### config.mk
export PLATFORM = sky130hd
export DESIGN_NAME = lfu_cache_table
export DESIGN_NICKNAME = d
export VERILOG_FILES = /design/src/rtl/lct_pkg.sv /design/src/rtl/lct_cell.sv /design/src/rtl/lfu_cache_table.sv
export SDC_FILE = /design/constraint.sdc
export NUM_CORES = 2
export LEC_CHECK = 0
export BUFFER_PORTS_ARGS = -buffer_cell sky130_fd_sc_hd__buf_2
export CAP_MARGIN = 20
export CORE_UTILIZATION = 50
export CTS_CLUSTER_DIAMETER = 200
export DETAILED_ROUTE_END_ITERATION = 7
export PLACE_DENSITY = 0.73
export SKIP_LAST_GASP = 1
export SLEW_MARGIN = 20
export SYNTH_ARGS = -nofsm -noshare
export SYNTH_HDL_FRONTEND = slang
export SYNTH_SLANG_ARGS = --single-unit
### constraint.sdc
create_clock -name clock -period 4.3 [get_ports clock]
set_clock_uncertainty 0.1 [all_clocks]
set_input_delay 0.86 -clock clock [delete_from_list [all_inputs] [get_ports clock]]
set_output_delay 0.86 -clock clock [all_outputs]
set_load 0.01 [all_outputs]
### src/rtl/lct_pkg.sv
// Shared types and constants of the LFU cache table.
package lct_pkg;

   // Read data returned on a get miss and on every put.
   localparam logic [31:0] READ_MISS = 32'hFFFF_FFFF;

   // Request word held by the control unit and broadcast to every cell.
   typedef struct packed {
      logic        op;
      logic [31:0] key;
      logic [31:0] value;
   } cmd_type;

   // State change that every cell applies at the same clock edge.
   typedef enum logic [1:0] {
      UPD_NONE,
      UPD_HIT,
      UPD_INSERT,
      UPD_EVICT
   } upd_kind_type;

   // Control flags that travel down the chain with the search wavefront.
   typedef struct packed {
      logic tok;
      logic has_hit;
      logic has_free;
      logic has_vic;
   } sweep_flags_type;

   localparam logic OP_GET = 1'b0;
   localparam logic OP_PUT = 1'b1;

endpackage

### src/rtl/lct_cell.sv
// One entry of the LFU cache table with its stage of the search chain.
module lct_cell #(
   parameter int  MAX_ENTRIES = 16,
   parameter int  COUNT_BITS  = 16,
   parameter int  CELL_IDX    = 0,
   localparam int IDX_W       = (MAX_ENTRIES > 1) ? $clog2(MAX_ENTRIES) : 1,
   localparam int NV_W        = $clog2(MAX_ENTRIES + 1)
) (
   input  logic                     clock,
   input  logic                     reset,
   input  lct_pkg::cmd_type         cmd,
   input  lct_pkg::upd_kind_type    upd_kind,
   input  logic [IDX_W-1:0]         upd_idx,
   input  logic [IDX_W-1:0]         upd_rank,
   input  lct_pkg::sweep_flags_type flags_in,
   input  logic [IDX_W-1:0]         hit_idx_in,
   input  logic [IDX_W-1:0]         hit_rank_in,
   input  logic [31:0]              hit_value_in,
   input  logic [IDX_W-1:0]         free_idx_in,
   input  logic [NV_W-1:0]          nv_in,
   input  logic [IDX_W-1:0]         vic_idx_in,
   input  logic [COUNT_BITS-1:0]    vic_count_in,
   input  logic [IDX_W-1:0]         vic_rank_in,
   output lct_pkg::sweep_flags_type flags_out,
   output logic [IDX_W-1:0]         hit_idx_out,
   output logic [IDX_W-1:0]         hit_rank_out,
   output logic [31:0]              hit_value_out,
   output logic [IDX_W-1:0]         free_idx_out,
   output logic [NV_W-1:0]          nv_out,
   output logic [IDX_W-1:0]         vic_idx_out,
   output logic [COUNT_BITS-1:0]    vic_count_out,
   output logic [IDX_W-1:0]         vic_rank_out
);
   import lct_pkg::*;

   localparam logic [IDX_W-1:0] MY_IDX = IDX_W'(CELL_IDX);

   logic                  valid_ff;
   logic [31:0]           key_ff;
   logic [31:0]           value_ff;
   logic [COUNT_BITS-1:0] count_ff;
   logic [IDX_W-1:0]      rank_ff;

   sweep_flags_type       flags_ff;
   logic [IDX_W-1:0]      hit_idx_ff;
   logic [IDX_W-1:0]      hit_rank_ff;
   logic [31:0]           hit_value_ff;
   logic [IDX_W-1:0]      free_idx_ff;
   logic [NV_W-1:0]       nv_ff;
   logic [IDX_W-1:0]      vic_idx_ff;
   logic [COUNT_BITS-1:0] vic_count_ff;
   logic [IDX_W-1:0]      vic_rank_ff;

   logic take_hit;
   logic take_free;
   logic take_vic;
   logic is_target;
   logic ages;

   always_comb begin
      take_hit  = valid_ff && (key_ff == cmd.key) && !flags_in.has_hit;
      take_free = !valid_ff && !flags_in.has_free;
      take_vic  = valid_ff && (!flags_in.has_vic || (count_ff < vic_count_in) ||
                  ((count_ff == vic_count_in) && (rank_ff > vic_rank_in)));
      is_target = (upd_idx == MY_IDX);
      ages      = valid_ff && ((upd_kind == UPD_INSERT) || (rank_ff < upd_rank));
   end

   // Search stage: fold this entry into the wavefront coming from the left.
   always_ff @(posedge clock) begin
      if (reset) begin
         flags_ff <= '0;
      end else begin
         flags_ff.tok <= flags_in.tok;
         if (flags_in.tok) begin
            flags_ff.has_hit  <= flags_in.has_hit || take_hit;
            flags_ff.has_free <= flags_in.has_free || take_free;
            flags_ff.has_vic  <= flags_in.has_vic || take_vic;
         end
      end
      if (flags_in.tok) begin
         hit_idx_ff   <= take_hit ? MY_IDX : hit_idx_in;
         hit_rank_ff  <= take_hit ? rank_ff : hit_rank_in;
         hit_value_ff <= take_hit ? value_ff : hit_value_in;
         free_idx_ff  <= take_free ? MY_IDX : free_idx_in;
         nv_ff        <= nv_in + NV_W'(valid_ff);
         vic_idx_ff   <= take_vic ? MY_IDX : vic_idx_in;
         vic_count_ff <= take_vic ? count_ff : vic_count_in;
         vic_rank_ff  <= take_vic ? rank_ff : vic_rank_in;
      end
   end

   // Entry state: the targeted entry becomes most recent, younger ones age.
   always_ff @(posedge clock) begin
      if (reset) begin
         valid_ff <= 1'b0;
      end else if (is_target && ((upd_kind == UPD_INSERT) || (upd_kind == UPD_EVICT))) begin
         valid_ff <= 1'b1;
      end
      case (upd_kind)
         UPD_NONE: begin
         end
         UPD_HIT: begin
            if (is_target) begin
               if (cmd.op == OP_PUT) begin
                  value_ff <= cmd.value;
               end
               if (count_ff != {COUNT_BITS{1'b1}}) begin
                  count_ff <= count_ff + 1'b1;
               end
               rank_ff <= '0;
            end else if (ages) begin
               rank_ff <= rank_ff + 1'b1;
            end
         end
         default: begin
            if (is_target) begin
               key_ff   <= cmd.key;
               value_ff <= cmd.value;
               count_ff <= COUNT_BITS'(1);
               rank_ff  <= '0;
            end else if (ages) begin
               rank_ff <= rank_ff + 1'b1;
            end
         end
      endcase
   end

   assign flags_out     = flags_ff;
   assign hit_idx_out   = hit_idx_ff;
   assign hit_rank_out  = hit_rank_ff;
   assign hit_value_out = hit_value_ff;
   assign free_idx_out  = free_idx_ff;
   assign nv_out        = nv_ff;
   assign vic_idx_out   = vic_idx_ff;
   assign vic_count_out = vic_count_ff;
   assign vic_rank_out  = vic_rank_ff;

endmodule

### src/rtl/lfu_cache_table.sv
// Top level of the LFU cache table: control unit and the chain of entry cells.
//
// Usage. A request word (req_opcode, req_lookup_key, req_write_value) enters on the
// req_ channel; opcode 0 is a get, opcode 1 is a put. Each request yields exactly
// one response word on the rsp_ channel: rsp_hit, rsp_read_value (the stored value
// on a get hit, all ones otherwise) and rsp_evicted. The csr_ channel writes the
// capacity register; it is always ready and should only be written while idle.
//
// Timing. A request is taken only while the control unit is idle. A search token
// then walks the chain of MAX_ENTRIES cells, one cell per cycle, gathering the hit,
// the first free slot, the entry count and the eviction victim. When the token
// leaves the last cell, the control unit waits in S_RESP for a free output
// register, loads the response word and returns to idle to take the next request.
//
// Reset clears all valid bits and sets the capacity to 16. A response word that the
// receiver does not take waits in the output register; the next request may still
// be accepted and searched, and its result is held back until the output is free.
module lfu_cache_table #(
   parameter int MAX_ENTRIES = 16,
   parameter int COUNT_BITS  = 16
) (
   input  logic               clock,
   input  logic               reset,
   input  logic               req_valid,
   output logic               req_ready,
   input  logic               req_opcode,
   input  logic signed [31:0] req_lookup_key,
   input  logic signed [31:0] req_write_value,
   output logic               rsp_valid,
   input  logic               rsp_ready,
   output logic               rsp_hit,
   output logic signed [31:0] rsp_read_value,
   output logic               rsp_evicted,
   input  logic               csr_valid,
   output logic               csr_ready,
   input  logic [4:0]         csr_capacity
);
   import lct_pkg::*;

   localparam int IDX_W = (MAX_ENTRIES > 1) ? $clog2(MAX_ENTRIES) : 1;
   localparam int NV_W  = $clog2(MAX_ENTRIES + 1);

   typedef enum logic [1:0] {
      S_IDLE,
      S_SWEEP,
      S_RESP
   } state_type;

   state_type        state_ff;
   logic [4:0]       cap_ff;
   cmd_type          cmd_ff;
   logic             start_ff;
   upd_kind_type     upd_kind_ff;
   logic [IDX_W-1:0] upd_idx_ff;
   logic [IDX_W-1:0] upd_rank_ff;
   logic             rsp_valid_ff;
   logic             rsp_hit_ff;
   logic [31:0]      rsp_value_ff;
   logic             rsp_evicted_ff;

   // Links between cells; link 0 is the chain head, the last link feeds back here.
   sweep_flags_type       flags_l     [MAX_ENTRIES+1];
   logic [IDX_W-1:0]      hit_idx_l   [MAX_ENTRIES+1];
   logic [IDX_W-1:0]      hit_rank_l  [MAX_ENTRIES+1];
   logic [31:0]           hit_value_l [MAX_ENTRIES+1];
   logic [IDX_W-1:0]      free_idx_l  [MAX_ENTRIES+1];
   logic [NV_W-1:0]       nv_l        [MAX_ENTRIES+1];
   logic [IDX_W-1:0]      vic_idx_l   [MAX_ENTRIES+1];
   logic [COUNT_BITS-1:0] vic_count_l [MAX_ENTRIES+1];
   logic [IDX_W-1:0]      vic_rank_l  [MAX_ENTRIES+1];

   // The search token enters with every gathered result still empty.
   always_comb begin
      flags_l[0]          = '0;
      flags_l[0].tok      = start_ff;
      hit_idx_l[0]        = '0;
      hit_rank_l[0]       = '0;
      hit_value_l[0]      = '0;
      free_idx_l[0]       = '0;
      nv_l[0]             = '0;
      vic_idx_l[0]        = '0;
      vic_count_l[0]      = '0;
      vic_rank_l[0]       = '0;
   end

   for (genvar g = 0; g < MAX_ENTRIES; g++) begin : g_cell
      lct_cell #(
         .MAX_ENTRIES (MAX_ENTRIES),
         .COUNT_BITS  (COUNT_BITS),
         .CELL_IDX    (g)
      ) u_cell (
         .clock         (clock),
         .reset         (reset),
         .cmd           (cmd_ff),
         .upd_kind      (upd_kind_ff),
         .upd_idx       (upd_idx_ff),
         .upd_rank      (upd_rank_ff),
         .flags_in      (flags_l[g]),
         .hit_idx_in    (hit_idx_l[g]),
         .hit_rank_in   (hit_rank_l[g]),
         .hit_value_in  (hit_value_l[g]),
         .free_idx_in   (free_idx_l[g]),
         .nv_in         (nv_l[g]),
         .vic_idx_in    (vic_idx_l[g]),
         .vic_count_in  (vic_count_l[g]),
         .vic_rank_in   (vic_rank_l[g]),
         .flags_out     (flags_l[g+1]),
         .hit_idx_out   (hit_idx_l[g+1]),
         .hit_rank_out  (hit_rank_l[g+1]),
         .hit_value_out (hit_value_l[g+1]),
         .free_idx_out  (free_idx_l[g+1]),
         .nv_out        (nv_l[g+1]),
         .vic_idx_out   (vic_idx_l[g+1]),
         .vic_count_out (vic_count_l[g+1]),
         .vic_rank_out  (vic_rank_l[g+1])
      );
   end

   sweep_flags_type  fin;
   logic [31:0]      cap_eff;
   logic             room;
   logic             out_free;
   upd_kind_type     dec_kind;
   logic [IDX_W-1:0] dec_idx;
   logic [IDX_W-1:0] dec_rank;
   logic             dec_hit;
   logic [31:0]      dec_value;
   logic             dec_evicted;

   // Decision from the gathered search results; the last link holds them steady.
   always_comb begin
      fin      = flags_l[MAX_ENTRIES];
      cap_eff  = (32'(cap_ff) > 32'(MAX_ENTRIES)) ? 32'(MAX_ENTRIES) : 32'(cap_ff);
      room     = (32'(nv_l[MAX_ENTRIES]) < cap_eff) && fin.has_free;
      out_free = !rsp_valid_ff || rsp_ready;

      dec_kind    = UPD_NONE;
      dec_idx     = '0;
      dec_rank    = '0;
      dec_hit     = 1'b0;
      dec_value   = READ_MISS;
      dec_evicted = 1'b0;
      if (cap_ff == 5'd0) begin
         // A zero capacity answers every request as a miss and stores nothing.
      end else if (fin.has_hit) begin
         dec_kind  = UPD_HIT;
         dec_idx   = hit_idx_l[MAX_ENTRIES];
         dec_rank  = hit_rank_l[MAX_ENTRIES];
         dec_hit   = 1'b1;
         if (cmd_ff.op == OP_GET) begin
            dec_value = hit_value_l[MAX_ENTRIES];
         end
      end else if (cmd_ff.op == OP_PUT) begin
         if (room) begin
            dec_kind = UPD_INSERT;
            dec_idx  = free_idx_l[MAX_ENTRIES];
         end else begin
            // The victim has the lowest count and, among those, the oldest touch.
            dec_kind    = UPD_EVICT;
            dec_idx     = vic_idx_l[MAX_ENTRIES];
            dec_rank    = vic_rank_l[MAX_ENTRIES];
            dec_evicted = 1'b1;
         end
      end
   end

   always_ff @(posedge clock) begin
      if (reset) begin
         state_ff     <= S_IDLE;
         cap_ff       <= 5'd16;
         start_ff     <= 1'b0;
         upd_kind_ff  <= UPD_NONE;
         rsp_valid_ff <= 1'b0;
      end else begin
         start_ff    <= 1'b0;
         upd_kind_ff <= UPD_NONE;
         if (csr_valid) begin
            cap_ff <= csr_capacity;
         end
         if (rsp_valid_ff && rsp_ready) begin
            rsp_valid_ff <= 1'b0;
         end
         unique case (state_ff)
            S_IDLE: begin
               if (req_valid) begin
                  start_ff <= 1'b1;
                  state_ff <= S_SWEEP;
               end
            end
            S_SWEEP: begin
               if (fin.tok) begin
                  state_ff <= S_RESP;
               end
            end
            S_RESP: begin
               if (out_free) begin
                  rsp_valid_ff <= 1'b1;
                  upd_kind_ff  <= dec_kind;
                  state_ff     <= S_IDLE;
               end
            end
            default: begin
               state_ff <= S_IDLE;
            end
         endcase
      end
      if (state_ff == S_IDLE && req_valid) begin
         cmd_ff.op    <= req_opcode;
         cmd_ff.key   <= req_lookup_key;
         cmd_ff.value <= req_write_value;
      end
      if (state_ff == S_RESP && out_free) begin
         upd_idx_ff     <= dec_idx;
         upd_rank_ff    <= dec_rank;
         rsp_hit_ff     <= dec_hit;
         rsp_value_ff   <= dec_value;
         rsp_evicted_ff <= dec_evicted;
      end
   end

   assign req_ready      = (state_ff == S_IDLE);
   assign csr_ready      = 1'b1;
   assign rsp_valid      = rsp_valid_ff;
   assign rsp_hit        = rsp_hit_ff;
   assign rsp_read_value = rsp_value_ff;
   assign rsp_evicted    = rsp_evicted_ff;

endmodule
==> run metrics <==
CTS tree=built; hold depth=1; Post-Synthesis Cell Area=0.114 mm^2; hpwl dp=160 mm; Tcrit/Tclk final=93.3%; Vias=61,300; global placer's final weighted congestion=0.843; FF-to-FF path depth=7; Max-Cap Viols=0; P_leak=43.4 nW; Placeable Area=0.225 mm^2; Sw Pwr=10.1 mW; vias in the first global route=61,700; Die ar.=0.229 mm^2; layout cells sized above 1=20.8%; Synth area leader=edfxtp_1; GRT Util Overall=20.9%; Pwr Total=51.5 mW; Seq cells post-synth=2,638; # setup viols final=0; worst hold path type=input port to flop; Crit. End Element=flop; CP max FO=40; Worst-Margin Slew=1110 ps; Syn. warnings=0; Avg WL per Cell=22.0 um; Commonest cells post-synth=edfxtp_1 (2,548), mux2_2 (753), nor2_1 (479); Pint=41.4 mW; status=finished clean; clock tree root driver cell=clkbuf_16; syn_area_per_cell=15.4 um^2; die height=479 um; fin crit period=4010 ps; RSZ-0062 raised after global routing=no; total gr overflow=0; buffers added on ports=110; Num CTS Buffers=278; initial core utilization=50.4%; combinational share of power=1.5%; Post-synth EDFFs=2,548; first-pass GRT wire length=369 mm; critical path type=flop to flop; sequential power share=54.9%; Die W=479 um; Fmax=249 MHz; startpoint type of the worst setup path=flop; placed cells=10,500; relative slew slack=25.7%; # rows=174; synth top area cells=edfxtp_1 (67%), mux2_2 (7.5%), ha_1 (4.5%); area occupied by multi-input gates=0.0332 mm^2; Layout area overhead=12.8%; Net Sw Frac=19.7%; top_reg_cell synth=edfxtp_1; Slew Limit Fails=0; cell with the most instances after synthesis=edfxtp_1; CP Data Required Time=4840 ps; Final ANT Viol Nets=0; Longest Clk Path Bufs=4; Synth top area share=67.3%; # fillers=16,900; Via density=5.58; Fin Hold WS=51.0 ps; sequential area share after synthesis=68.9%; largest net degree at the start of global routing=113; Reg area=0.0784 mm^2; Critical Path AT=4550 ps; DRT iter0 DRCs=4,959; syn nets=7,857; Final Non-Filler Cells=11,000; H-tree levels=5; latest clock arrival within the worst-skew pair=910 ps; VDD IR max=0.385 mV; Setup Buffers After CTS=0; DRC Markers=0; Post-Route WL=242 mm; clock-pin slew of the registers on the worst-case setup and hold paths=60 ps; Clock power frac=43.6%; PwrDens=402 mW/mm^2; CTS Sinks=2,638; Yosys cell types=74; IO Pins=112; Final Hold Viols=0; antenna violations before repair=4; Syn Inst Count=7,369; async set or reset register ratio after synthesis=0%; Final Util=56.9%; Fin Setup TNS=0 ps; DRT Pass-1 Iters=6; Final nets=8,283
## cells by family (layout without fill, tap and decap cells)
group / count (synthesis) / after routing / synth area share [%]
other: 1 / 6 / 0.00330
buffers and inverters: 593 / 1218 / 2.26
DFF: 2638 / 2638 / 68.9
muxes: 835 / 835 / 8.32
and+or+nand+nor: 1613 / 1613 / 7.31
adders and majority gates: 413 / 413 / 4.55
xor gates and xnor gates: 742 / 742 / 5.72
AOI/OAI and AO/OA: 534 / 534 / 2.93
## area by class of cell
class	instances	area share, %
Sequential cell	2638	61.1
Multi-Input combinational cell	4138	25.9
Clock buffer	373	6.01
Tap cell	2992	2.92
Timing Repair Buffer	372	2.42
Inverter	367	1.07
Clock inverter	106	0.550
Antenna cell	5	0.00976
## metal layers
layer / share of wire [%] / global-route usage (%) / up-vias
li1: - / - / 28200
met1: 44 / 29.2 / 30800
met2: 47 / 33.8 / 1862
met3: 6.4 / 3.33 / 397
met4: 2.6 / 6.19 / 0
met5: 0 / 0 / -
## registers in the layout (all words and copies together), names as in the netlist, 2 cells and up
| signal | flops |
|---|---|
| g_cell.u_cell.count_ff | 256 |
| g_cell.u_cell.vic_rank_out | 64 |
| state_ff | 2 |
| rsp_read_value | 32 |
| upd_idx_ff | 4 |
| g_cell.u_cell.hit_idx_out | 49 |
| g_cell.u_cell.key_ff | 512 |
| g_cell.u_cell.hit_value_out | 512 |
| upd_kind_ff | 2 |
| g_cell.u_cell.hit_rank_out | 64 |
| upd_rank_ff | 4 |
| g_cell.u_cell.rank_ff | 64 |
| cmd_ff | 65 |
| g_cell.u_cell.vic_count_out | 240 |
| g_cell.u_cell.vic_idx_out | 49 |
| g_cell.u_cell.valid_ff | 16 |
| g_cell.u_cell.nv_out | 70 |
| cap_ff | 5 |
| g_cell.u_cell.flags_out | 63 |
| g_cell.u_cell.free_idx_out | 49 |
| g_cell.u_cell.value_ff | 512 |
## final timing paths
check	start	endpoint	slack, ps
min reg2reg	g_cell[8].u_cell.flags_out[1]	g_cell[9].u_cell.flags_out[1]	400
max reg2reg	cmd_ff[53]	g_cell[15].u_cell.hit_value_out[28]	290
max	cmd_ff[53]	g_cell[15].u_cell.hit_value_out[28]	290
min	req_write_value[21]	cmd_ff[21]	50
## power groups by stage
| stage | logic (mW) | clock network (mW) | registers (mW) |
|---|---|---|---|
| 3_3_place_gp | 0.708 | 0 | 28.8 |
| 3_5_place_dp | 0.730 | 0 | 28.8 |
| 2_1_floorplan | 0.426 | 0 | 28.7 |
| 6_report | 0.787 | 22.5 | 28.3 |
| 5_1_grt | 0.834 | 23.7 | 28.3 |
| 4_1_cts | 0.771 | 22.8 | 28.3 |
## what timing repair did
item / 4_1_cts / 5_1_grt
resized for setup: 0 / 0
endpoints found under the hold margin: 51 / 1
hold buffers: 51 / 1
## layout by cell type, fill, tap and decap left out, types with 85 or more instances in the layout
cell       instances
a21oi_1          185
and3_1            85
buf_2            109
buf_4            177
clkbuf_16        289
edfxtp_1        2548
ha_1             413
inv_1            365
mux2_2           753
nand2_1          165
nand3_1          182
nand4_1          166
nor2_1           438
nor2b_1          126
o21ai_0          107
or2_2            116
xnor2_1          398
xor2_1           344
## worst max-delay path: stages, from the launching register on
cell	delay (ps)
edfxtp_1	770
xnor2_1	190
nand4_1	120
nor4_1	900
nand4_1	590
nor3_4	350
buf_12	290
mux2_2	370
## metrics by stage
step | area [um^2] | worst slack [ps]
after global routing | 128000 | 315
final | 128000 | 286
after detailed placement | 119000 | 482
after global placement | 119000 | 460
after floorplan | 114000 | 1380
after CTS | 128000 | 456
No activity file was read; power rests on OpenSTA's default activity.
